===== src/rtl/cti_pkg.sv =====
// Package: shared types and constants of the cumulative trapezoid integrator.
package cti_pkg;

   localparam int XW = 32;
   localparam int SW = 64;
   localparam logic [SW-1:0] SUM_MAX = 64'h7FFF_FFFF_FFFF_FFFF;
   localparam logic [SW-1:0] SUM_MIN = 64'h8000_0000_0000_0000;

   typedef struct packed {
      logic signed [31:0] x_value;
      logic signed [31:0] y_value;
      logic               last_sample;
   } req_type;

   typedef struct packed {
      logic signed [63:0] integral;
      logic               saturated;
      logic               too_short;
      logic               last_result;
   } rsp_type;

   // classified segment handed from front to back
   typedef enum logic [1:0] {
      OP_FIRST,
      OP_SIGNED,
      OP_ABS,
      OP_CROSS
   } op_type;

   typedef struct packed {
      op_type       op;
      logic         neg;     // signed mode: area sign
      logic [32:0]  adx;     // |dx|
      logic [32:0]  asy;     // |y0+y1|
      logic [31:0]  a0;      // |y0|
      logic [31:0]  a1;      // |y1|
      logic         last;
      logic         short_s;
   } seg_type;

   typedef enum logic [2:0] {
      ST_IDLE,
      ST_SQ,
      ST_MUL,
      ST_PROD,
      ST_DIV,
      ST_ADD,
      ST_OUT
   } state_type;

endpackage


===== src/rtl/cti_if.sv =====
// Interfaces: valid/ready channels for samples and results.
interface cti_req_if import cti_pkg::*; ();
   logic    valid;
   logic    ready;
   req_type data;
   modport source (output valid, output data, input ready);
   modport sink (input valid, input data, output ready);
endinterface



===== src/rtl/cti_front.sv =====
// Front end: accepts samples, tracks stream position, classifies each segment.
module cti_front import cti_pkg::*; (
   input  logic        clock,
   input  logic        reset,
   input  logic        abs_mode,
   cti_req_if.sink     req,
   output logic        seg_valid,
   input  logic        seg_ready,
   output seg_type     seg_data
);
   logic signed [31:0] prev_x_ff, prev_y_ff;
   logic               start_ff;
   logic               full_ff;
   seg_type            seg_ff, seg_in;
   logic signed [32:0] dx, sy;
   logic               take;

   assign req.ready = !full_ff || seg_ready;
   assign take = req.valid && req.ready;
   assign seg_valid = full_ff;
   assign seg_data = seg_ff;

   always_comb begin
      dx = 33'(req.data.x_value) - 33'(prev_x_ff);
      sy = 33'(prev_y_ff) + 33'(req.data.y_value);
      seg_in.adx = dx[32] ? -dx : dx;
      seg_in.asy = sy[32] ? -sy : sy;
      seg_in.a0 = prev_y_ff[31] ? 32'(-prev_y_ff) : 32'(prev_y_ff);
      seg_in.a1 = req.data.y_value[31] ? 32'(-req.data.y_value) : 32'(req.data.y_value);
      seg_in.neg = dx[32] != sy[32];
      seg_in.last = req.data.last_sample;
      seg_in.short_s = start_ff && req.data.last_sample;
      if (start_ff) begin
         seg_in.op = OP_FIRST;
      end else if (abs_mode && ((prev_y_ff < 0 && req.data.y_value > 0)
                   || (prev_y_ff > 0 && req.data.y_value < 0))) begin
         seg_in.op = OP_CROSS;
      end else if (abs_mode) begin
         seg_in.op = OP_ABS;
      end else begin
         seg_in.op = OP_SIGNED;
      end
   end

   always_ff @(posedge clock) begin
      if (reset) begin
         start_ff <= 1'b1;
         full_ff <= 1'b0;
         prev_x_ff <= '0;
         prev_y_ff <= '0;
      end else begin
         if (take) begin
            start_ff <= req.data.last_sample;
            prev_x_ff <= req.data.x_value;
            prev_y_ff <= req.data.y_value;
            full_ff <= 1'b1;
         end else if (seg_ready) begin
            full_ff <= 1'b0;
         end
      end
      if (take) seg_ff <= seg_in;
   end
endmodule


===== src/flat_wrapper.sv =====
// flat-port wrapper written by rule: the top's interface ports become plain ports
module cti_front_flat import cti_pkg::*;
  (clock, reset, abs_mode, seg_valid, seg_ready, seg_data, req_valid, req_data, req_ready);
  cti_req_if req_i ();
  input  logic clock;
  input  logic reset;
  input  logic abs_mode;
  output logic seg_valid;
  input  logic seg_ready;
  output seg_type seg_data;
  input wire logic [$bits(req_i.valid)-1:0] req_valid;
  input wire logic [$bits(req_i.data)-1:0] req_data;
  output wire logic [$bits(req_i.ready)-1:0] req_ready;
  assign req_i.valid = req_valid;
  assign req_i.data = req_data;
  assign req_ready = req_i.ready;
  cti_front u_core (.clock(clock), .reset(reset), .abs_mode(abs_mode), .req(req_i), .seg_valid(seg_valid), .seg_ready(seg_ready), .seg_data(seg_data));
endmodule

===== config.mk =====
export PLATFORM = sky130hd
export DESIGN_NAME = cti_front_flat
export DESIGN_NICKNAME = d
export VERILOG_FILES = /design/src/rtl/cti_pkg.sv /design/src/rtl/cti_if.sv /design/src/rtl/cti_front.sv /design/src/flat_wrapper.sv
export SDC_FILE = /design/constraint.sdc
export NUM_CORES = 1
export LEC_CHECK = 0
export BUFFER_PORTS_ARGS = -buffer_cell sky130_fd_sc_hd__buf_2
export CORE_MARGIN = 1
export CORE_UTILIZATION = 50
export CTS_CLUSTER_DIAMETER = 50
export CTS_CLUSTER_SIZE = 16
export DETAILED_ROUTE_END_ITERATION = 16
export PLACE_DENSITY = 0.77
export SETUP_SLACK_MARGIN = 0.5
export SYNTH_ARGS = -nofsm -noshare
export SYNTH_HDL_FRONTEND = slang
export SYNTH_SLANG_ARGS = --single-unit

===== constraint.sdc =====
create_clock -name clock -period 5.9 [get_ports clock]
set_input_delay 1.18 -clock clock [delete_from_list [all_inputs] [get_ports clock]]
set_output_delay 1.18 -clock clock [all_outputs]
set_load 0.01 [all_outputs]

# Word-level counts from Yosys, hierarchy flattened
# Cells that the tools add are included.
# Widths: inputs -> output; s select.
totals:
  romBits: 0
  reg_bits: 201
  mem_bits_rw: 0
  latch_bits: 0
  n_memories: 0
  out_inout_bits: 137
classes:
  eq_ne: 1
  n_reduce_logical: 9
  mux: 8
  multipliers: 0
  div: 0
  shift: 0
  n_lt_le_gt_ge: 4
  addsub: 6
  n_bitwise: 0
op_table:
  columns: ["operator", "n"]
  rows:
  - ["$neg 33->33", 2]
  - ["$gt 32x1->1 const B", 2]
  - ["$lt 32x1->1 const B", 2]
  - ["$mux 32", 2]
  - ["$neg 32->32", 2]
  - ["$mux 31", 2]
  - ["$add 32x32->33", 1]
  - ["$sub 32x32->33", 1]
  - ["$logic_and 1x1->1", 5]
  - ["$mux 2", 2]
  - ["$logic_or 1x1->1", 2]
  - ["$mux 1", 2]
  - ["$reduce_bool 2->1", 1]
  - ["$logic_not 1->1", 1]
  - ["$ne 1x1->1", 1]

# Longest topological paths before layout
# Gate-level depths: netlist of run 1.
depth:
  depth_word: 5
  ltp_mapped: 14
  mapped_depth_nobuf: 12

# Worst setup path after synthesis of run 1
# OpenSTA, ideal clock, no wires.
synth_timing:
  path_type: "input -> register"
  from: "input seg_ready"
  to: "register u_core.seg_ff (netlist bit u_core.seg_data[0]) (enable)"
  arrival_time_ps: 5389
  path_slack_ps: -42
  setup_ps: 553
  path_buffers: 1
  path_stages: 4
  required_time_ps: 5347
  path_cell_list: "nand2b_1 > nand2_1 > inv_1 > clkbuf_1"
synth_between:
  elab_chain_cells: 2
synth_rtl:
  columns: ["element", "line_no", "text"]
  rows:
  - ["from (decl)", "flat_wrapper.sv:9", "input logic seg_ready;"]
  - ["$logic_or 1x1->1", "cti_front.sv:18", "assign req.ready = !full_ff || seg_ready;"]
  - ["$logic_and 1x1->1", "cti_front.sv:19", "assign take = req.valid && req.ready;"]
  - ["net u_core.take", "cti_front.sv:16", "logic take;"]
  - ["to (signal assigned)", "cti_front.sv:61", "if (take) seg_ff <= seg_in;"]
  - ["to (decl)", "cti_front.sv:14", "seg_type seg_ff, seg_in;"]
# The timed path passes the listed nets, and every way through them passes these cells.
# A chain may end at the register's enable or synchronous reset.

==> results by group, run 1 <==
Clock network
  – Sink Count: 201
  – CTS Root Cell: clkbuf_16
  – Max Buffers Root-to-Sink: 3
  – Clk pin slew, worst setup/hold paths: 0.06 ns
  – CTS buffer count: 25
  – CTS Hold Bufs: 0
  – Post-CTS setup buffer count: 0
  – Worst-Skew Late Latency: 0.54 ns
  – CTS tree: yes
  – Htree depth: 1
  – CTS resizes: 0

Cells and area
  – Nets@finish: 1868
  – Register Area: 5380 µm²
  – Area growth syn-to-layout: 15.6%
  – Cell area after layout: 16000 µm²
  – Filler Cells Inserted: 2384
  – Final Non-Filler Cells: 2120
  – Share of cells above drive strength 1: 17.0%
  – Multi-input logic area: 7990 µm²

Synthesis
  – Synth Area in Adders: 6.42%
  – Simple-Gate Fraction of Synth Area: 19.7%
  – Post-synth top area share: 29.2%
  – Number of synthesized flops with an enable pin: 135
  – Synthesized instance count: 1559
  – Largest family of logic cells by synthesized area: compound AO/OA/AOI/OAI gates
  – Synth Warn #: 0
  – Synth Register Bits: 201
  – Xor/xnor cell area share of the yosys netlist: 9.85%
  – Netlist Area Pre-Place: 13900 µm²
  – Cell taking the most area after synthesis: edfxtp_1
  – Post-synthesis mux area share: 0.225%
  – Post-synth ARST share: 0%
  – Post-Syn Nets: 1699
  – Post-synthesis compound-gate area fraction: 21.4%
  – Unique masters post-synth: 90
  – Avg Inst Size Synth: 8.90 µm²
  – Register area share after synthesis: 38.7%
  – Synth area leaders: edfxtp_1, dfxtp_1, xnor2_1, nand2_1, ha_1
  – Ys flop type: edfxtp_1

Run
  – Number of max-cap violations: 0

Detailed routing
  – DR WL/cell: 18.1 µm
  – Initial DRC count: 892
  – Vias after detailed routing: 12500
  – Post-route ant nets: 0
  – Pre-antenna DRT Iters: 5
  – WL final: 38.3 mm
  – Vias/cell: 5.90
  – Drc violations: 0

Power and ir drop
  – Total power: 4.69 mW
  – Leakage power: 6.20 nW
  – Maximum vdd drop: 0.244 mV
  – Pwr Density: 293 nW/µm²

Critical path
  – Largest delay share family, worst path: simple AND/OR/NAND/NOR gates
  – CP required: 6.17 ns
  – Worst path max stage delay: 0.79 ns
  – Crit path DAT: 4.72 ns
  – Worst-path cell chain: buf_2 > ha_1 > nand4_1 > a2111oi_1 > nor3_1 > xnor2_1 > or4b_1 > or3_1 > o41a_1 > xor2_1
  – Startpoint types: primary input
  – Critical path capture point type: register
  – CP Class: primary input to register
  – R2R setup slack: 1.81 ns
  – Bufs and invs on worst path: 1
  – CP max-delay cell: a2111oi_1
  – CP max FO: 8

STA
  – Max Freq: 225 MHz
  – Tightest Pin Transition: 1.29 ns
  – Max-slew headroom: 14.2%
  – Minimum clock period: 4.45 ns
  – Worst Skew: 0.0191 ns
  – Final Hold Fails: 0
  – RSZ-0062 raised after global routing: false
  – Final setup TNS: 0 ns
  – Max-slew violation count: 0
  – Final WS setup: 1.45 ns
  – Period utilisation layout: 75.4%
  – Final-report setup violation count: 0

GRT
  – Largest net degree at the start of global routing: 89
  – Vias in the first global route: 11700
  – First-pass GRT wire length: 60.4 mm
  – Total gr overflow: 0
  – Antenna violations before repair: 1
  – Tot GR Track Use: 26.4%

Die
  – Ports: 207
  – Full die area: 28400 µm²
  – Die Ht: 169 µm
  – Starting Density: 51.2%
  – Num rows: 60
  – Core Area: 27100 µm²
  – Die width: 169 µm

Placed design
  – DP Wirelength: 29.0 mm
  – Pre-CTS WS: 0.964 ns
  – Gpl congestion: 0.948
  – Placed inst area: 15100 µm²
  – Port Buffer Count: 206
  – Post-Place Cells: 2073

Min path
  – Worst min path class: register to register

Outcome
  – Status: finished, final reports clean
==> cell families after synthesis <==
group | after synthesis
and+or+nand+nor | 544
AOI/OAI and AO/OA | 455
DFF | 201
xor gates and xnor gates | 156
buffers and inverters | 130
adders and majority gates | 70
muxes | 3
==> cells in the mapped netlist (5+ instances only) <==
library cell,instances
a221oi_1,6
o31a_1,7
a21o_1,24
o21a_1,21
a211oi_1,18
nand2_1,237
or3_1,20
nor4_1,17
nand3_1,16
nor2b_1,13
o2111ai_1,5
ha_1,68
nor3_1,32
clkbuf_1,56
nand2b_1,11
inv_1,59
nor2_1,77
and2_1,20
or4_1,13
or2_2,11
nand4_1,21
dfxtp_1,66
a31oi_1,13
o41ai_1,9
a211o_1,7
edfxtp_1,135
o211ai_1,17
xnor2_1,128
o31ai_1,28
and3_1,13
and4_1,10
o21ai_0,91
nand3b_1,5
buf_2,11
xor2_1,28
a21boi_0,7
a21oi_1,147
==> state kept, by name, indices dropped and copies added (netlist names) <==
name              cells
u_core.prev_y_ff     32
u_core.seg_data     135
u_core.start_ff       1
u_core.prev_x_ff     32
u_core.seg_valid      1
==> worst min-delay path: stages, from the launching register on <==
cell     delay, ns
dfxtp_1       0.30
nand2_1       0.05
a21oi_1       0.05
==> cell usage in the layout, fill, tap and decap left out, types with 13 or more instances in the layout <==
| cell type | Yosys | final |
|---|---|---|
| a211oi_1 | 18 | 18 |
| a21o_1 | 24 | 24 |
| a21oi_1 | 147 | 147 |
| a31oi_1 | 13 | 13 |
| and2_1 | 20 | 20 |
| and3_1 | 13 | 13 |
| buf_2 | 11 | 206 |
| clkbuf_16 | 0 | 25 |
| dfxtp_1 | 66 | 66 |
| edfxtp_1 | 135 | 135 |
| ha_1 | 68 | 68 |
| inv_1 | 59 | 58 |
| nand2_1 | 237 | 236 |
| nand3_1 | 16 | 16 |
| nand4_1 | 21 | 21 |
| nor2_1 | 77 | 77 |
| nor2b_1 | 13 | 13 |
| nor3_1 | 32 | 32 |
| nor4_1 | 17 | 17 |
| o211ai_1 | 17 | 17 |
| o21a_1 | 21 | 21 |
| o21ai_0 | 91 | 91 |
| o31ai_1 | 28 | 28 |
| or3_1 | 20 | 20 |
| or4_1 | 13 | 13 |
| xnor2_1 | 128 | 128 |
| xor2_1 | 28 | 28 |
==> routing by layer <==
layer	vias to the layer above	share of wire, %	global-route usage, %
li1	6086	-	-
met1	5899	45	35.3
met2	437	45	43.1
met3	85	6.0	3.72
met4	0	3.6	10.2
met5	-	0	0
==> per-stage QoR <==
step	utilization [%]	hold WS, ns
floorplan	-	0.436
global placement	55.9	0.441
detailed placement	55.9	0.446
CTS	59.2	0.455
global route	59.2	0.476
finish	59.2	0.450
==> worst paths after layout <==
| path | from | to | depth (start not counted) |
|---|---|---|---|
| max | req_data[5] | u_core.seg_data[93]$_DFFE_PP_ | 10 |
| min | u_core.prev_x_ff[16]$_SDFFE_PP0P_ | u_core.prev_x_ff[16]$_SDFFE_PP0P_ | 2 |
| max reg2reg | u_core.prev_y_ff[0]$_SDFFE_PP0P_ | u_core.seg_data[93]$_DFFE_PP_ | 12 |
| min reg2reg | u_core.prev_x_ff[16]$_SDFFE_PP0P_ | u_core.prev_x_ff[16]$_SDFFE_PP0P_ | 2 |
==> cell type report <==
type	instances	share of cell area (%)
diodes	1	0.0156
clock buffers	26	3.99
clock inverters	20	1.55
inverters	59	1.41
multi-input cells	1228	49.9
flip-flops and latches	201	33.5
well taps	372	2.90
repair buffers	213	6.76
==> power breakdown <==
part	total, mW	switching, mW	internal, mW
sequential	1.78	0.0709	1.71
combinational	1.27	0.781	0.492
clock	1.64	0.656	0.982
(Power assumes the default switching activity.)
==> inputs of run 2 (changes only) <==
Settings changed: ABC_AREA set to 1.
Clock period 5.9 ns to 4 ns, I/O delays scaled along.
==> results by group, run 2 <==
Placed design
  – Pre-CTS WS: 0.223 ns (-0.742 ns)
  – Gpl congestion: 0.975 (+2.8%)
  – DP Wirelength: 35.9 mm (+24%)
  – Placed inst area: 16400 µm² (+8.0%)
  – Port Buffer Count: 206 (unchanged)

STA
  – Max-slew violation count: 0 (unchanged)
  – Worst Skew: 0.0143 ns (-0.00479 ns)
  – Final Hold Fails: 0 (unchanged)
  – Max-slew headroom: 33.9% (+20 points)
  – Minimum clock period: 3.26 ns
  – Final WS setup: 0.741 ns (-0.709 ns)
  – Period utilisation layout: 81.5%
  – Tightest Pin Transition: 0.992 ns (-0.295 ns)
  – Final-report setup violation count: 0 (unchanged)
  – Max Freq: 307 MHz
  – Final setup TNS: 0 ns (unchanged)
  – RSZ-0062 raised after global routing: false

Cells and area
  – Nets@finish: 2551 (+37%)
  – Most frequent cells in the layout: nand2_1, inv_1, buf_2, nor2_1, nand3_1
  – Area growth syn-to-layout: 15.5% (about the same)
  – Commonest non-fill, non-tap cell in the layout: nand2_1
  – Cell area after layout: 17200 µm² (+7.3%)
  – Filler Cells Inserted: 2787 (+17%)
  – Max reg flops: 135 (unchanged)
  – Finished Core Util: 59.3% (+0.15 points)
  – Diode count: 0 (-1)
  – Share of cells above drive strength 1: 13.2% (-3.8 points)

Critical path
  – Bufs and invs on worst path: 4 (+3)
  – Largest delay share family, worst path: simple AND/OR/NAND/NOR gates
  – Worst reg-to-reg path cell count: 17 (+5)
  – Worst path max stage delay: 0.40 ns (-0.39 ns)
  – CP max-delay cell: fa_1
  – CP required: 4.28 ns (-1.89 ns)
  – Cell mode on critical path: nand2_1
  – Crit path DAT: 3.54 ns (-1.18 ns)
  – CP Class: primary input to register
  – Critical path capture point type: register
  – Worst-path cell chain: buf_2 > ha_2 > inv_1 > fa_1 > inv_1 > nand3_1 > nand2_1 > nand2_1 > nand3_2 > nand3_1 > nand2_1 > nand2_1 > nand2_1 > nand2_1 > nand2_2 > buf_4 > o21ai_1 > xor2_1
  – Critical path depth in cells: 18 (+8)
  – Startpoint types: primary input
  – CP max FO: 14 (+6)

Synthesis
  – Post-synth ARST share: 0% (unchanged)
  – Commonest cells post-synth: nand2_1, inv_1, nor2_1
  – Avg Inst Size Synth: 6.77 µm² (-24%)
  – Synthesized instance count: 2201 (+41%)
  – Synth Register Bits: 201 (unchanged)
  – Ys flop type: edfxtp_1
  – Unique masters post-synth: 39 (-57%)
  – Netlist Area Pre-Place: 14900 µm² (+7.4%)
  – Synth area leaders: edfxtp_1, nand2_1, inv_1, dfxtp_1, ha_1
  – Post-Syn Nets: 2341 (+38%)
  – Top-count cell post-synth: nand2_1
  – Register area share after synthesis: 36.1% (-2.7 points)
  – Number of synthesized flops with an enable pin: 135 (unchanged)
  – Synth Warn #: 0 (unchanged)
  – Post-synth top area share: 27.2% (-2.0 points)
  – Cell taking the most area after synthesis: edfxtp_1

Detailed routing
  – DR WL/cell: 15.9 µm (-12%)
  – Drc violations: 0 (unchanged)
  – Pre-antenna DRT Iters: 6 (+1)
  – WL final: 44.7 mm (+17%)
  – Initial DRC count: 1291 (+45%)
  – Vias/cell: 5.20 (-12%)
  – Vias after detailed routing: 14600 (+17%)
  – Post-route ant nets: 0 (unchanged)

Clock network
  – Sink Count: 201 (unchanged)
  – Max Buffers Root-to-Sink: 3 (unchanged)
  – Worst-Skew Late Latency: 0.55 ns (about the same)
  – CTS tree: yes
  – Htree depth: 1 (unchanged)
  – Clk pin slew, worst setup/hold paths: 0.06 ns (about the same)
  – CTS buffer count: 25 (unchanged)
  – CTS Root Cell: clkbuf_16

GRT
  – First-pass GRT wire length: 70.4 mm (+16%)
  – Largest net degree at the start of global routing: 109 (+22%)
  – Total gr overflow: 0 (unchanged)
  – Antenna violations before repair: 0 (-1)
  – Tot GR Track Use: 29.1% (+2.7 points)
  – Vias in the first global route: 13600 (+16%)

Power and ir drop
  – Total power: 7.33 mW (+56%)
  – Pwr Density: 426 nW/µm² (+46%)
  – Leakage power: 8.93 nW (+44%)
  – Maximum vdd drop: 0.359 mV (+47%)

Die
  – Ports: 207 (unchanged)
  – Full die area: 30500 µm² (+7.3%)
  – Die Ht: 175 µm (+3.6%)
  – Die width: 175 µm (+3.6%)
  – Starting Density: 51.4% (+0.15 points)
  – Core Area: 29000 µm² (+7.1%)
  – Num rows: 62 (+3.3%)

Min path
  – Worst hold path depth: 2 (unchanged)
  – Worst min path class: primary input to register

Outcome
  – Status: finished, final reports clean

Run
  – Number of max-cap violations: 0 (unchanged)
run 2: metrics by stage:
stage	hold slack (ns)	cells
after CTS	0.410	2814
after global placement	0.444	2768
after detailed placement	0.451	2768
after global routing	0.457	2814
final	0.437	2814
after floorplan	0.433	2201
run 2: cell type report:
cell class,instances,area (µm²),area share [%]
clock inverters,20,209,1.21
inverters,395,1490,8.64
repair buffers,217,1130,6.54
multi-input cells,1571,7900,45.9
well taps,384,480,2.79
flip-flops and latches,201,5380,31.2
clock buffers,26,629,3.66
run 2: power by group:
part	internal, mW	switching [mW]
clock	1.22	1.03
combinational	0.788	1.59
sequential	2.58	0.117
total	4.59	2.74
run 2: timing repair:
action | CTS | global route
setup endpoints to repair | 0 | 7
gates resized for setup | 0 | 3
buffers inserted | 0 | 0
hold buffers | 0 | 0
run 2: cell families after synthesis:
group | Yosys count | share of synthesized area [%]
AND/OR/NAND/NOR | 1174 | 33.1
buffers and inverters | 429 | 11.0
AO/OA/AOI/OAI | 221 | 7.59
flip-flops | 201 | 36.1
XOR/XNOR | 106 | 6.23
adder cells (fa/ha/maj) | 70 | 5.98
run 2: final timing paths:
| kind | endpoint | slack [ns] | start |
|---|---|---|---|
| max | u_core.seg_data[74]$_DFFE_PP_ | 0.74 | req_data[1] |
| min | u_core.seg_valid$_SDFFE_PP0P_ | 0.44 | reset |
| max reg2reg | u_core.seg_data[74]$_DFFE_PP_ | 0.75 | u_core.prev_y_ff[0]$_SDFFE_PP0P_ |
| min reg2reg | u_core.prev_x_ff[7]$_SDFFE_PP0P_ | 0.46 | u_core.prev_x_ff[7]$_SDFFE_PP0P_ |
run 2: per-layer routing:
metal	share of wire (%)	vias to the layer above	global-route usage, %
li1	-	7361	-
met1	46	6674	40.7
met2	45	517	47.7
met3	6.0	68	2.81
met4	2.8	0	8.26
met5	0	-	0
==> inputs of run 3 (changes only) <==
Settings changed: ABC_AREA 1 to 0.
Clock period 4 ns to 2.7 ns, I/O delays scaled along.
==> results by group, run 3 (synthesis gave the netlist of run 1 again) <==
Clock network
  – CTS Hold Bufs: 0 (unchanged)
  – Htree depth: 1 (unchanged)
  – Sink Count: 201 (unchanged)
  – CTS buffer count: 27 (+8.0%)
  – CTS Root Cell: clkbuf_16
  – Worst-Skew Late Latency: 0.55 ns (about the same)
  – Clk pin slew, worst setup/hold paths: 0.07 ns (about the same)
  – CTS tree: yes
  – Max Buffers Root-to-Sink: 3 (unchanged)

GRT
  – Largest net degree at the start of global routing: 66 (-39%)
  – Met3 GRT Util: 5.21% (+2.4 points)
  – GR Layer Usage met1: 42.9% (+2.2 points)
  – Antenna violations before repair: 0 (unchanged)
  – First-pass GRT wire length: 76.1 mm (+8.2%)
  – Vias in the first global route: 14800 (+9.4%)
  – GRT busiest layer: met2
  – Tot GR Track Use: 33.2% (+4.2 points)
  – Met2 global-route usage: 56.0% (+8.3 points)
  – Total gr overflow: 0 (unchanged)

STA
  – Minimum clock period: 3.64 ns
  – Period utilisation layout: 135%
  – Max Freq: 275 MHz
  – Tightest Pin Transition: 0.914 ns (-0.0779 ns)
  – Worst Skew: 0.0150 ns (+0.000717 ns)
  – Final WS setup: -0.943 ns (-1.68 ns)
  – Final Hold Fails: 0 (unchanged)
  – Final-report setup violation count: 84 (+84)
  – RSZ-0062 raised after global routing: true
  – Max-slew headroom: 38.5% (+4.6 points)
  – Max-slew violation count: 0 (unchanged)
  – Hold_ws: 0.218 ns (-0.219 ns)

Cells and area
  – Finished Core Util: 81.7% (+22 points)
  – Diode count: 0 (unchanged)
  – Commonest non-fill, non-tap cell in the layout: buf_4
  – Max reg flops: 135 (unchanged)
  – Nets@finish: 2365 (-7.3%)
  – Final Non-Filler Cells: 2618 (-7.0%)
  – Most frequent cells in the layout: buf_4, nand2_1, buf_2, edfxtp_1, a21oi_1
  – Area growth syn-to-layout: 59.5%
  – Share of cells above drive strength 1: 47.0% (+34 points)

Placed design
  – DP Wirelength: 33.7 mm (-5.9%)
  – Post-Place Cells: 2498 (-9.8%)
  – Port Buffer Count: 206 (unchanged)
  – Gpl congestion: 0.944 (-3.2%)

Detailed routing
  – Drc violations: 0 (unchanged)
  – Post-route ant nets: 0 (unchanged)
  – Pre-antenna DRT Iters: 8 (+2)
  – Initial DRC count: 1513 (+17%)
  – DR WL/cell: 20.0 µm (+26%)
  – WL final: 52.4 mm (+17%)
  – Vias/cell: 5.94 (+14%)
  – Vias after detailed routing: 15600 (+6.5%)

Power and ir drop
  – Total power: 12.3 mW (+68%)
  – Pwr Density: 557 nW/µm² (+31%)
  – Leakage power: 9.35 nW (+4.7%)
  – Maximum vdd drop: 0.525 mV (+46%)

Critical path
  – Critical path capture point type: register
  – CP max FO: 6 (-8)
  – CP required: 2.99 ns (-1.29 ns)
  – Startpoint types: register
  – CP Class: register to register
  – Crit path DAT: 3.93 ns (+0.39 ns)

Outcome
  – Status: finished, violations left
  – Failing checks: negative setup slack

Die
  – Ports: 207 (unchanged)
  – Num rows: 60 (-3.2%)
  – Die width: 169 µm (-3.5%)
  – Die Ht: 169 µm (-3.5%)
  – Full die area: 28400 µm² (-6.8%)
  – Starting Density: 51.2% (-0.15 points)
  – Core Area: 27100 µm² (-6.6%)

Run
  – Number of max-cap violations: 0 (unchanged)

Min path
  – Worst min path class: primary input to register
-- run 3: what timing repair did --
| action | 4_1_cts | 5_1_grt |
|---|---|---|
| setup endpoints to repair | 99 | 100 |
| pin swaps | 69 | 65 |
| setup buffers | 43 | 24 |
| resized for setup | 164 | 132 |
| gates cloned | 2 | 1 |
-- run 3: path summary, 6_finish.rpt --
kind                                                         from                                end  slack [ns]  cells past startpoint
worst max-delay path            u_core.prev_y_ff[17]$_SDFFE_PP0P_      u_core.seg_data[92]$_DFFE_PP_       -0.94                     10
worst min-delay path                                  req_data[0]       u_core.seg_data[1]$_DFFE_PP_        0.22                      1
worst max register to register  u_core.prev_y_ff[17]$_SDFFE_PP0P_      u_core.seg_data[92]$_DFFE_PP_       -0.94                     10
worst min register to register  u_core.prev_x_ff[26]$_SDFFE_PP0P_  u_core.prev_x_ff[26]$_SDFFE_PP0P_        0.45                      2
-- run 3: area by class of cell --
class	instances	area, µm²
clock buffer	32	736
clock inverter	18	188
inverter	59	244
tap	372	465
timing repair buffer	708	5190
multi-input combinational	1228	9930
sequential	201	5390
fill	1525	4960
-- run 3: per-stage QoR --
| stage | TNS (ns) | setup WS [ns] | instance area (µm²) |
|---|---|---|---|
| 2_1_floorplan | -27.81 | -0.865 | 14600 |
| 3_3_place_gp | -60.12 | -1.04 | 19100 |
| 3_5_place_dp | -65.38 | -1.11 | 19100 |
| 4_1_cts | -28.76 | -0.684 | 21300 |
| 5_1_grt | -44.64 | -0.966 | 22100 |
| 6_report | -38.74 | -0.943 | 22100 |
-- run 3: metal layers --
layer | routed length, µm | share of wire, %
met4 | 2560 | 4.9
met1 | 20700 | 40
met5 | 0 | 0
met2 | 24900 | 48
met3 | 4190 | 8.0
-- run 3: power by group --
| part | switching [mW] | internal (mW) | total [mW] | leakage [nW] |
|---|---|---|---|---|
| combinational | 2.53 | 2.27 | 4.80 | 7.02 |
| clock | 1.53 | 2.11 | 3.64 | 0.459 |
| sequential | 0.143 | 3.74 | 3.88 | 1.87 |
| total | 4.20 | 8.13 | 12.3 | 9.35 |
-- run 3: worst max-delay path, cell delays in order (launching register included) --
cell,delay (ns)
dfxtp_1,0.33
ha_1,0.38
a211oi_1,0.38
o21ai_0,0.27
or4_1,0.56
o311a_1,0.13
nand3b_1,0.17
o221ai_2,0.14
or2_2,0.40
o41ai_4,0.52
xnor2_1,0.11
